`src/design/hkts_pkg.sv`:
```
// ----------------------------------------------------------------------------
// hkts_pkg
// Shared types and constants for the histogram top-K select core.
// ----------------------------------------------------------------------------
package hkts_pkg;

  localparam int TOP_K_DEF   = 8;
  localparam int QUEUE_DEPTH = 4;

  localparam int IDX_W       = 8;
  localparam int CNT_W       = 32;
  localparam int RANK_W      = 3;
  localparam int IN_TDATA_W  = 40;
  localparam int OUT_TDATA_W = 48;
  localparam int CFG_IDX_W   = 2;
  localparam int CFG_DATA_W  = 8;

  localparam logic MODE_LARGEST  = 1'b0;
  localparam logic MODE_SMALLEST = 1'b1;

  localparam logic [CFG_IDX_W-1:0] CFG_SELECT_MODE = 2'd0;
  localparam logic [CFG_IDX_W-1:0] CFG_RANGE_FIRST = 2'd1;
  localparam logic [CFG_IDX_W-1:0] CFG_RANGE_LAST  = 2'd2;

  localparam logic [IDX_W-1:0] RANGE_LAST_RST = 8'hff;

  typedef struct packed {
    logic             select_mode;
    logic [IDX_W-1:0] range_first;
    logic [IDX_W-1:0] range_last;
  } cfg_t;

  typedef struct packed {
    logic [IDX_W-1:0] idx;
    logic [CNT_W-1:0] cnt;
    logic             elig;
    logic             last;
  } bin_req_t;

endpackage

```
`src/design/hkts_front.sv`:
```
// ----------------------------------------------------------------------------
// hkts_front
// Input side: unpacks a bin request and tags it with its eligibility.
// ----------------------------------------------------------------------------
module hkts_front
  import hkts_pkg::*;
(
  input  logic                  in_tvalid,
  output logic                  in_tready,
  input  logic [IN_TDATA_W-1:0] in_tdata,
  input  logic                  in_tlast,
  input  cfg_t                  cfg,
  input  logic                  q_ready,
  output logic                  q_push,
  output bin_req_t              q_req
);

  logic [IDX_W-1:0] idx;
  logic [CNT_W-1:0] cnt;
  logic             in_range;
  logic             cnt_ok;

  assign idx      = in_tdata[IDX_W-1:0];
  assign cnt      = in_tdata[IDX_W+CNT_W-1:IDX_W];
  assign in_range = (idx >= cfg.range_first) && (idx <= cfg.range_last);
  assign cnt_ok   = (cfg.select_mode == MODE_LARGEST) || (cnt != '0);

  assign q_req.idx  = idx;
  assign q_req.cnt  = cnt;
  assign q_req.elig = in_range && cnt_ok;
  assign q_req.last = in_tlast;

  assign in_tready = q_ready;
  assign q_push    = in_tvalid && q_ready;

endmodule

```
`src/design/hkts_queue.sv`:
```
// ----------------------------------------------------------------------------
// hkts_queue
// Small FIFO of classified bin requests between front and back.
// ----------------------------------------------------------------------------
module hkts_queue
  import hkts_pkg::*;
(
  input  logic     clk,
  input  logic     rst_n,
  input  logic     push,
  input  bin_req_t push_req,
  output logic     not_full,
  input  logic     pop,
  output logic     head_valid,
  output bin_req_t head_req
);

  localparam int PW = $clog2(QUEUE_DEPTH);
  localparam int CW = $clog2(QUEUE_DEPTH + 1);

  bin_req_t        mem_r [QUEUE_DEPTH];
  logic [PW-1:0]   wr_ptr_r, wr_ptr_nxt;
  logic [PW-1:0]   rd_ptr_r, rd_ptr_nxt;
  logic [CW-1:0]   count_r, count_nxt;

  assign not_full   = (count_r != CW'(QUEUE_DEPTH));
  assign head_valid = (count_r != '0);
  assign head_req   = mem_r[rd_ptr_r];

  always_comb begin
    wr_ptr_nxt = push ? wr_ptr_r + 1'b1 : wr_ptr_r;
    rd_ptr_nxt = pop  ? rd_ptr_r + 1'b1 : rd_ptr_r;
    count_nxt  = count_r;
    if (push && !pop) begin
      count_nxt = count_r + 1'b1;
    end else if (pop && !push) begin
      count_nxt = count_r - 1'b1;
    end
  end

  always_ff @(posedge clk) begin
    if (!rst_n) begin
      wr_ptr_r <= '0;
      rd_ptr_r <= '0;
      count_r  <= '0;
    end else begin
      wr_ptr_r <= wr_ptr_nxt;
      rd_ptr_r <= rd_ptr_nxt;
      count_r  <= count_nxt;
    end
  end

  always_ff @(posedge clk) begin
    if (push) begin
      mem_r[wr_ptr_r] <= push_req;
    end
  end

endmodule

```
`src/design/hkts_list.sv`:
```
// ----------------------------------------------------------------------------
// hkts_list
// Sorted keep list: parallel compare-and-shift insertion, one bin a cycle,
// but a final bin waits for the drain, hands it the merged list, then clears.
// ----------------------------------------------------------------------------
module hkts_list
  import hkts_pkg::*;
#(
  parameter int TOP_K = TOP_K_DEF
) (
  input  logic                          clk,
  input  logic                          rst_n,
  input  logic                          select_mode,
  input  logic                          head_valid,
  input  bin_req_t                      head_req,
  input  logic                          drain_free,
  output logic                          pop,
  output logic                          snap_load,
  output logic [IDX_W-1:0]              mrg_idx [TOP_K],
  output logic [CNT_W-1:0]              mrg_cnt [TOP_K],
  output logic [$clog2(TOP_K+1)-1:0]    mrg_fill
);

  localparam int FW = $clog2(TOP_K + 1);

  logic [IDX_W-1:0] kept_idx_r [TOP_K];
  logic [CNT_W-1:0] kept_cnt_r [TOP_K];
  logic [FW-1:0]    fill_r, fill_nxt;
  logic [TOP_K-1:0] go;

  assign pop       = head_valid && (!head_req.last || drain_free);
  assign snap_load = pop && head_req.last;

  always_comb begin
    for (int k = 0; k < TOP_K; k++) begin
      if (FW'(k) < fill_r) begin
        go[k] = (select_mode == MODE_SMALLEST) ? (head_req.cnt < kept_cnt_r[k])
                                               : (head_req.cnt > kept_cnt_r[k]);
      end else begin
        go[k] = 1'b1;
      end
    end
    for (int k = 0; k < TOP_K; k++) begin
      mrg_idx[k] = kept_idx_r[k];
      mrg_cnt[k] = kept_cnt_r[k];
      if (head_req.elig) begin
        if (k > 0 && go[(k > 0) ? k-1 : 0]) begin
          mrg_idx[k] = kept_idx_r[(k > 0) ? k-1 : 0];
          mrg_cnt[k] = kept_cnt_r[(k > 0) ? k-1 : 0];
        end else if (go[k]) begin
          mrg_idx[k] = head_req.idx;
          mrg_cnt[k] = head_req.cnt;
        end
      end
    end
    mrg_fill = fill_r;
    if (head_req.elig && fill_r != FW'(TOP_K)) begin
      mrg_fill = fill_r + 1'b1;
    end
    fill_nxt = fill_r;
    if (pop) begin
      fill_nxt = head_req.last ? '0 : mrg_fill;
    end
  end

  always_ff @(posedge clk) begin
    if (!rst_n) begin
      fill_r <= '0;
    end else begin
      fill_r <= fill_nxt;
    end
  end

  always_ff @(posedge clk) begin
    if (pop) begin
      kept_idx_r <= mrg_idx;
      kept_cnt_r <= mrg_cnt;
    end
  end

endmodule

```
`src/design/hkts_drain.sv`:
```
// ----------------------------------------------------------------------------
// hkts_drain
// Result side: holds a copy of the finished list and shifts it out by rank.
// ----------------------------------------------------------------------------
module hkts_drain
  import hkts_pkg::*;
#(
  parameter int TOP_K = TOP_K_DEF
) (
  input  logic                         clk,
  input  logic                         rst_n,
  input  logic                         snap_load,
  input  logic [IDX_W-1:0]             mrg_idx [TOP_K],
  input  logic [CNT_W-1:0]             mrg_cnt [TOP_K],
  input  logic [$clog2(TOP_K+1)-1:0]   mrg_fill,
  output logic                         drain_free,
  output logic                         out_tvalid,
  input  logic                         out_tready,
  output logic [OUT_TDATA_W-1:0]       out_tdata,
  output logic                         out_tuser,
  output logic                         out_tlast
);

  localparam int FW = $clog2(TOP_K + 1);
  localparam int RW = (FW < RANK_W) ? RANK_W : FW;

  logic [IDX_W-1:0] snap_idx_r [TOP_K];
  logic [CNT_W-1:0] snap_cnt_r [TOP_K];
  logic [FW-1:0]    snap_fill_r;
  logic             busy_r, busy_nxt;
  logic [RW-1:0]    rank_r, rank_nxt;
  logic             take;
  logic             at_end;
  logic             ent_valid;

  assign take       = out_tvalid && out_tready;
  assign at_end     = (rank_r == RW'(TOP_K - 1));
  assign drain_free = !busy_r || (take && at_end);
  assign ent_valid  = (RW'(snap_fill_r) > rank_r);

  assign out_tvalid = busy_r;
  assign out_tlast  = at_end;
  assign out_tuser  = ent_valid;
  assign out_tdata  = {{(OUT_TDATA_W - RANK_W - IDX_W - CNT_W){1'b0}},
                       ent_valid ? snap_cnt_r[0] : {CNT_W{1'b0}},
                       ent_valid ? snap_idx_r[0] : {IDX_W{1'b0}},
                       rank_r[RANK_W-1:0]};

  always_comb begin
    busy_nxt = busy_r;
    rank_nxt = rank_r;
    if (snap_load) begin
      busy_nxt = 1'b1;
      rank_nxt = '0;
    end else if (take) begin
      rank_nxt = rank_r + 1'b1;
      if (at_end) begin
        busy_nxt = 1'b0;
      end
    end
  end

  always_ff @(posedge clk) begin
    if (!rst_n) begin
      busy_r <= 1'b0;
      rank_r <= '0;
    end else begin
      busy_r <= busy_nxt;
      rank_r <= rank_nxt;
    end
  end

  always_ff @(posedge clk) begin
    if (snap_load) begin
      snap_idx_r  <= mrg_idx;
      snap_cnt_r  <= mrg_cnt;
      snap_fill_r <= mrg_fill;
    end else if (take) begin
      for (int k = 0; k < TOP_K - 1; k++) begin
        snap_idx_r[k] <= snap_idx_r[k+1];
        snap_cnt_r[k] <= snap_cnt_r[k+1];
      end
    end
  end

endmodule

```
`src/design/histogram_top_k_select_core.sv`:
```
// ----------------------------------------------------------------------------
// histogram_top_k_select_core
// Streaming top-K selection over histogram bins (largest or smallest nonzero).
//
//   channel | dir | payload
//   in_     | in  | tdata: bin_index, bin_count; tlast: final_bin
//   out_    | out | tdata: rank, byte_value, count_value; tuser: entry_valid;
//           |     | tlast: run_end
//   cfg_    | in  | cfg_index, cfg_data
//
// One bin request per cycle through the keep list, bar the final-bin hold
// below; its compare/shift is combinational. Each run yields TOP_K results,
// one per cycle while out_tready is high, from a copy of the list, so the
// next histogram may stream in while results drain. The final bin of a run
// waits in the queue only while the previous run is still draining.
// Synchronous active-low reset empties queue, list and result stage.
// ----------------------------------------------------------------------------
module histogram_top_k_select_core
  import hkts_pkg::*;
#(
  parameter int TOP_K = TOP_K_DEF
) (
  input  logic                   clk,
  input  logic                   rst_n,
  // in_tdata: [7:0] bin_index, [39:8] bin_count
  input  logic                   in_tvalid,
  output logic                   in_tready,
  input  logic [IN_TDATA_W-1:0]  in_tdata,
  input  logic                   in_tlast,
  // out_tdata: [2:0] rank, [10:3] byte_value, [42:11] count_value, zero pad
  output logic                   out_tvalid,
  input  logic                   out_tready,
  output logic [OUT_TDATA_W-1:0] out_tdata,
  // out_tuser: [0] entry_valid
  output logic                   out_tuser,
  output logic                   out_tlast,
  input  logic                   cfg_valid,
  output logic                   cfg_ready,
  input  logic [CFG_IDX_W-1:0]   cfg_index,
  input  logic [CFG_DATA_W-1:0]  cfg_data
);

  localparam int FW = $clog2(TOP_K + 1);

  cfg_t             cfg_r;
  bin_req_t         push_req;
  bin_req_t         head_req;
  logic             q_ready;
  logic             q_push;
  logic             head_valid;
  logic             pop;
  logic             snap_load;
  logic             drain_free;
  logic [IDX_W-1:0] mrg_idx [TOP_K];
  logic [CNT_W-1:0] mrg_cnt [TOP_K];
  logic [FW-1:0]    mrg_fill;

  assign cfg_ready = 1'b1;

  always_ff @(posedge clk) begin
    if (!rst_n) begin
      cfg_r.select_mode <= MODE_LARGEST;
      cfg_r.range_first <= '0;
      cfg_r.range_last  <= RANGE_LAST_RST;
    end else if (cfg_valid) begin
      case (cfg_index)
        CFG_SELECT_MODE: cfg_r.select_mode <= cfg_data[0];
        CFG_RANGE_FIRST: cfg_r.range_first <= cfg_data;
        CFG_RANGE_LAST:  cfg_r.range_last  <= cfg_data;
        default: ;
      endcase
    end
  end

  hkts_front u_front (
    .in_tvalid (in_tvalid),
    .in_tready (in_tready),
    .in_tdata  (in_tdata),
    .in_tlast  (in_tlast),
    .cfg       (cfg_r),
    .q_ready   (q_ready),
    .q_push    (q_push),
    .q_req     (push_req)
  );

  hkts_queue u_queue (
    .clk        (clk),
    .rst_n      (rst_n),
    .push       (q_push),
    .push_req   (push_req),
    .not_full   (q_ready),
    .pop        (pop),
    .head_valid (head_valid),
    .head_req   (head_req)
  );

  hkts_list #(.TOP_K(TOP_K)) u_list (
    .clk         (clk),
    .rst_n       (rst_n),
    .select_mode (cfg_r.select_mode),
    .head_valid  (head_valid),
    .head_req    (head_req),
    .drain_free  (drain_free),
    .pop         (pop),
    .snap_load   (snap_load),
    .mrg_idx     (mrg_idx),
    .mrg_cnt     (mrg_cnt),
    .mrg_fill    (mrg_fill)
  );

  hkts_drain #(.TOP_K(TOP_K)) u_drain (
    .clk        (clk),
    .rst_n      (rst_n),
    .snap_load  (snap_load),
    .mrg_idx    (mrg_idx),
    .mrg_cnt    (mrg_cnt),
    .mrg_fill   (mrg_fill),
    .drain_free (drain_free),
    .out_tvalid (out_tvalid),
    .out_tready (out_tready),
    .out_tdata  (out_tdata),
    .out_tuser  (out_tuser),
    .out_tlast  (out_tlast)
  );

  localparam logic [RANK_W-1:0] LAST_RANK = RANK_W'(TOP_K - 1);

  a_last_rank: assert property (@(posedge clk) disable iff (!rst_n)
    out_tvalid && out_tlast |-> out_tdata[RANK_W-1:0] == LAST_RANK)
    else $error("run end on wrong rank");

  a_valid_prefix: assert property (@(posedge clk) disable iff (!rst_n)
    out_tvalid && out_tready && !out_tuser && !out_tlast |=> !(out_tvalid && out_tuser))
    else $error("valid entry after empty slot");

  a_order_largest: assert property (@(posedge clk) disable iff (!rst_n)
    out_tvalid && out_tready && out_tuser && !out_tlast &&
    cfg_r.select_mode == MODE_LARGEST
    |=> !(out_tvalid && out_tuser) ||
        out_tdata[RANK_W+IDX_W+CNT_W-1:RANK_W+IDX_W] <=
        $past(out_tdata[RANK_W+IDX_W+CNT_W-1:RANK_W+IDX_W]))
    else $error("largest-count list out of order");

  a_pop_needs_drain: assert property (@(posedge clk) disable iff (!rst_n)
    snap_load |-> drain_free && head_valid)
    else $error("list copied while drain busy");

endmodule
```
`config.mk`:
```
export PLATFORM = sky130hd
export DESIGN_NAME = histogram_top_k_select_core
export DESIGN_NICKNAME = d
export VERILOG_FILES = /design/src/design/hkts_pkg.sv /design/src/design/hkts_front.sv /design/src/design/hkts_queue.sv /design/src/design/hkts_list.sv /design/src/design/hkts_drain.sv /design/src/design/histogram_top_k_select_core.sv
export SDC_FILE = /design/constraint.sdc
export NUM_CORES = 2
export LEC_CHECK = 0
export BUFFER_PORTS_ARGS = -buffer_cell sky130_fd_sc_hd__buf_2
export CORE_ASPECT_RATIO = 1.5
export CORE_UTILIZATION = 63
export CTS_CLUSTER_SIZE = 14
export DETAILED_ROUTE_END_ITERATION = 12
export PLACE_DENSITY_LB_ADDON = 0.12
export SYNTH_ARGS = -nofsm -noshare
export SYNTH_HDL_FRONTEND = slang
export SYNTH_SLANG_ARGS = --single-unit
```
`constraint.sdc`:
```
create_clock -name clk -period 10.75 [get_ports clk]
set_input_delay 0 -clock clk [delete_from_list [all_inputs] [get_ports clk]]
set_output_delay 0 -clock clk [all_outputs]
set_load 0.05 [all_outputs]
```
==> results.yml <==
cells_and_area:
  layout.nets: 3940
  syn_to_final_growth_pct: 10.2
  fill_cells: 4783
  layout_common_cells: "edfxtp_1 (812), inv_1 (452), ha_1 (284)"
  drive_above_1_share_pct: 12.5
  final_common_cell: "edfxtp_1"
floorplanning:
  coreArea_um2: 68100
  die_w_um: 216
  die_h_um: 324
  io_pins: 109
  fp-row-count: 117
  die_area_um2: 70000
  initial_core_util_pct: 63.8
timing:
  hold_viol: 0
  slew_headroom_pct: 15.8
  finalClockSkew_ps: 22.0
  fmax_ghz: 0.155
  fin_crit_sh_pct: 60.2
  rsz0062_at_grt: "false"
  fin_crit_ps: 6470
  fin_tns_setup_ps: 0
  worst_pin_slew_ps: 1260
  setup_violations: 0
  drv_slew: 0
global_route:
  grt_pass1_vias: 30000
  grt_max_degree: 209
  grt_pass1_wl_um: 168000
  grt.total_usage_pct: 30.8
  grt_overflow: 0
  antenna_found_initial: 1
critical_path:
  r2r_cells: 14
  critPathArrivalTime_ps: 6960
  crit_type: "flop to flop"
  r2r_end: "u_drain.snap_cnt_r[162]$_DFFE_PP_"
  crit_family: "simple AND/OR/NAND/NOR gates"
  start_kind: "flop"
  cp_max_fo: 40
  crit_chain: "buf_4 > mux4_2 > ha_1 > nand4_1 > nor4_1 > a21oi_1 > o21ai_0 > o211ai_1 > nor2_1 > a21o_1 > buf_4 > and2_1 > buf_4 > o2bb2ai_1"
  max_stage_delay_ps: 830
  crit_slowest_cell: "dfxtp_2"
  path_depth: 14
  path_buf_inv: 3
  worst-endpoint-required_ps: 11240
  crit_path_end_kind: "flop"
  cp_common_cell: "buf_4"
  rrSetupSlack_ps: 4280
clock_network:
  clk_latency_ps: 650
  path_clk_slew_ps: 60
  postCtsResizedCells: 0
  cts_sinks: 847
  cts_htree_levels: 3
  clockRootBuffer: "clkbuf_16"
  clk_path_buf_depth: 3
  post-cts-setup-buffer-count: 0
  numCtsBuffers: 81
  cts_tree: "yes"
yosys:
  synthTopCellsByArea: "edfxtp_1 (56%), ha_1 (8.2%), inv_1 (3.9%)"
  ys_ff_latch: 847
  synth-async-reset-ratio_pct: 0
  synth.avg_cell_area_um2: 12.3
  synth_top_area_share_pct: 56.1
  syn_inst: 3534
  ys_warn_count: 0
  ys_seq_area_share_pct: 57.7
  synth_area_um2: 43500
  yosysTopAreaCell: "edfxtp_1"
  ys.flop_type: "edfxtp_1"
  synth_cell_types: 67
  synth_edf_count: 812
hold_path:
  holdPathStages: 2
  hp-class: "primary input to flop"
  hold_start: "in_tlast"
  hold-path-endpoint: "u_queue.mem_r[1][0]$_DFFE_PP_"
drt:
  vias: 30100
  ant_nets: 0
  post_drt_wl_per_cell_um: 23.7
  avgViaCountPerCell: 6.62
  drc: 0
  drt-initial-drc-count: 4058
  dr.pass1.iters: 10
  wl_um: 108000
placed_design:
  io_buffers: 102
  dp_hpwl_um: 71300
  gp_congestion: 0.917
flow_run:
  cap_violations: 0
status:
  outcome: "complete, no violations"
per-stage QoR:
step | hold slack (ps) | std cells | setup WS [ps] | instance area [µm²] | utilization (%)
after global placement | 213 | 4347 | 4330 | 44700 | 65.6
after global routing | 118 | 4554 | 3880 | 47900 | 70.3
final | 118 | 4555 | 4280 | 47900 | 70.4
after detailed placement | 225 | 4347 | 4270 | 44700 | 65.6
after CTS | 92.4 | 4554 | 4260 | 47900 | 70.3
after floorplan | 98.9 | 3538 | 1740 | 43500 | -
synthesized netlist by cell type, types with 31 or more instances:
| cell type | instances |
|---|---|
| edfxtp_1 | 812 |
| inv_1 | 453 |
| ha_1 | 284 |
| nand2_1 | 273 |
| clkbuf_1 | 180 |
| a222oi_1 | 163 |
| o21ai_0 | 145 |
| a21oi_1 | 143 |
| mux2_2 | 125 |
| nor2_1 | 119 |
| and2_1 | 90 |
| o2bb2ai_1 | 79 |
| nand4_1 | 55 |
| a221o_1 | 48 |
| a221oi_1 | 45 |
| a22oi_1 | 44 |
| and3_1 | 44 |
| mux4_2 | 41 |
| nand3_1 | 38 |
| dfxtp_1 | 35 |
| o221ai_1 | 31 |
area by class of cell:
class / count / area (µm²) / share of cell area [%]
diodes: 1 / 2.50 / 0.00523
clock buffers: 104 / 2250 / 4.69
clock inverters: 42 / 370 / 0.773
inverters: 455 / 1720 / 3.60
multi-input cells: 2016 / 15900 / 33.2
flip-flops and latches: 847 / 25100 / 52.4
well taps: 892 / 1120 / 2.33
repair buffers: 198 / 1420 / 2.97
cells by family after synthesis:
logic type / count (synthesis) / share of synthesized area [%]
xor+xnor: 11 / 0.222
fa+ha+maj: 285 / 8.22
buf+inv: 675 / 6.01
simple gates: 713 / 7.93
mux: 180 / 5.69
other cells: 2 / 0.0173
flops: 847 / 57.7
compound gates: 821 / 14.2
flip-flops by register name, indices dropped and copies added (netlist names), named ones only:
signal	cells
u_drain.snap_cnt_r	256
u_queue.rd_ptr_r	2
u_drain.out_tvalid	1
u_queue.wr_ptr_r	2
u_list.kept_cnt_r	256
u_drain.rank_r	4
u_queue.mem_r	168
u_list.kept_idx_r	64
u_drain.snap_idx_r	64
u_queue.count_r	3
u_list.fill_r	4
u_drain.snap_fill_r	4
cfg_r	17
layer usage:
metal  part of all wire [%]  global-route usage (%)
met4                    4.1                    13.8
met2                     47                    49.4
met1                     41                    42.1
met5                      0                       0
met3                    8.2                    4.32
worst max-delay path by stage:
stage | from | end | slack, ps
2_1_floorplan | u_drain.rank_r[0]$_SDFFE_PP0P_ | u_drain.snap_cnt_r[100]$_DFFE_PP_ | 1740
3_3_place_gp | flop | u_drain.snap_idx_r[44]$_DFFE_PP_ | 4330
3_5_place_dp | flop | u_drain.snap_cnt_r[162]$_DFFE_PP_ | 4270
4_1_cts | flop | u_drain.snap_cnt_r[162]$_DFFE_PP_ | 4260
5_1_grt | flop | u_drain.snap_cnt_r[110]$_DFFE_PP_ | 3880
6_report | flop | u_drain.snap_cnt_r[162]$_DFFE_PP_ | 4280
timing repair:
item                                   4_1_cts  5_1_grt
endpoints found under the hold margin      199        0
hold buffers                                61        0
setup endpoints to repair                    0        0
Power is left out: the tool's default activity adds up to more than one toggle a clock period on the data nets, which glitch-free logic cannot reach.
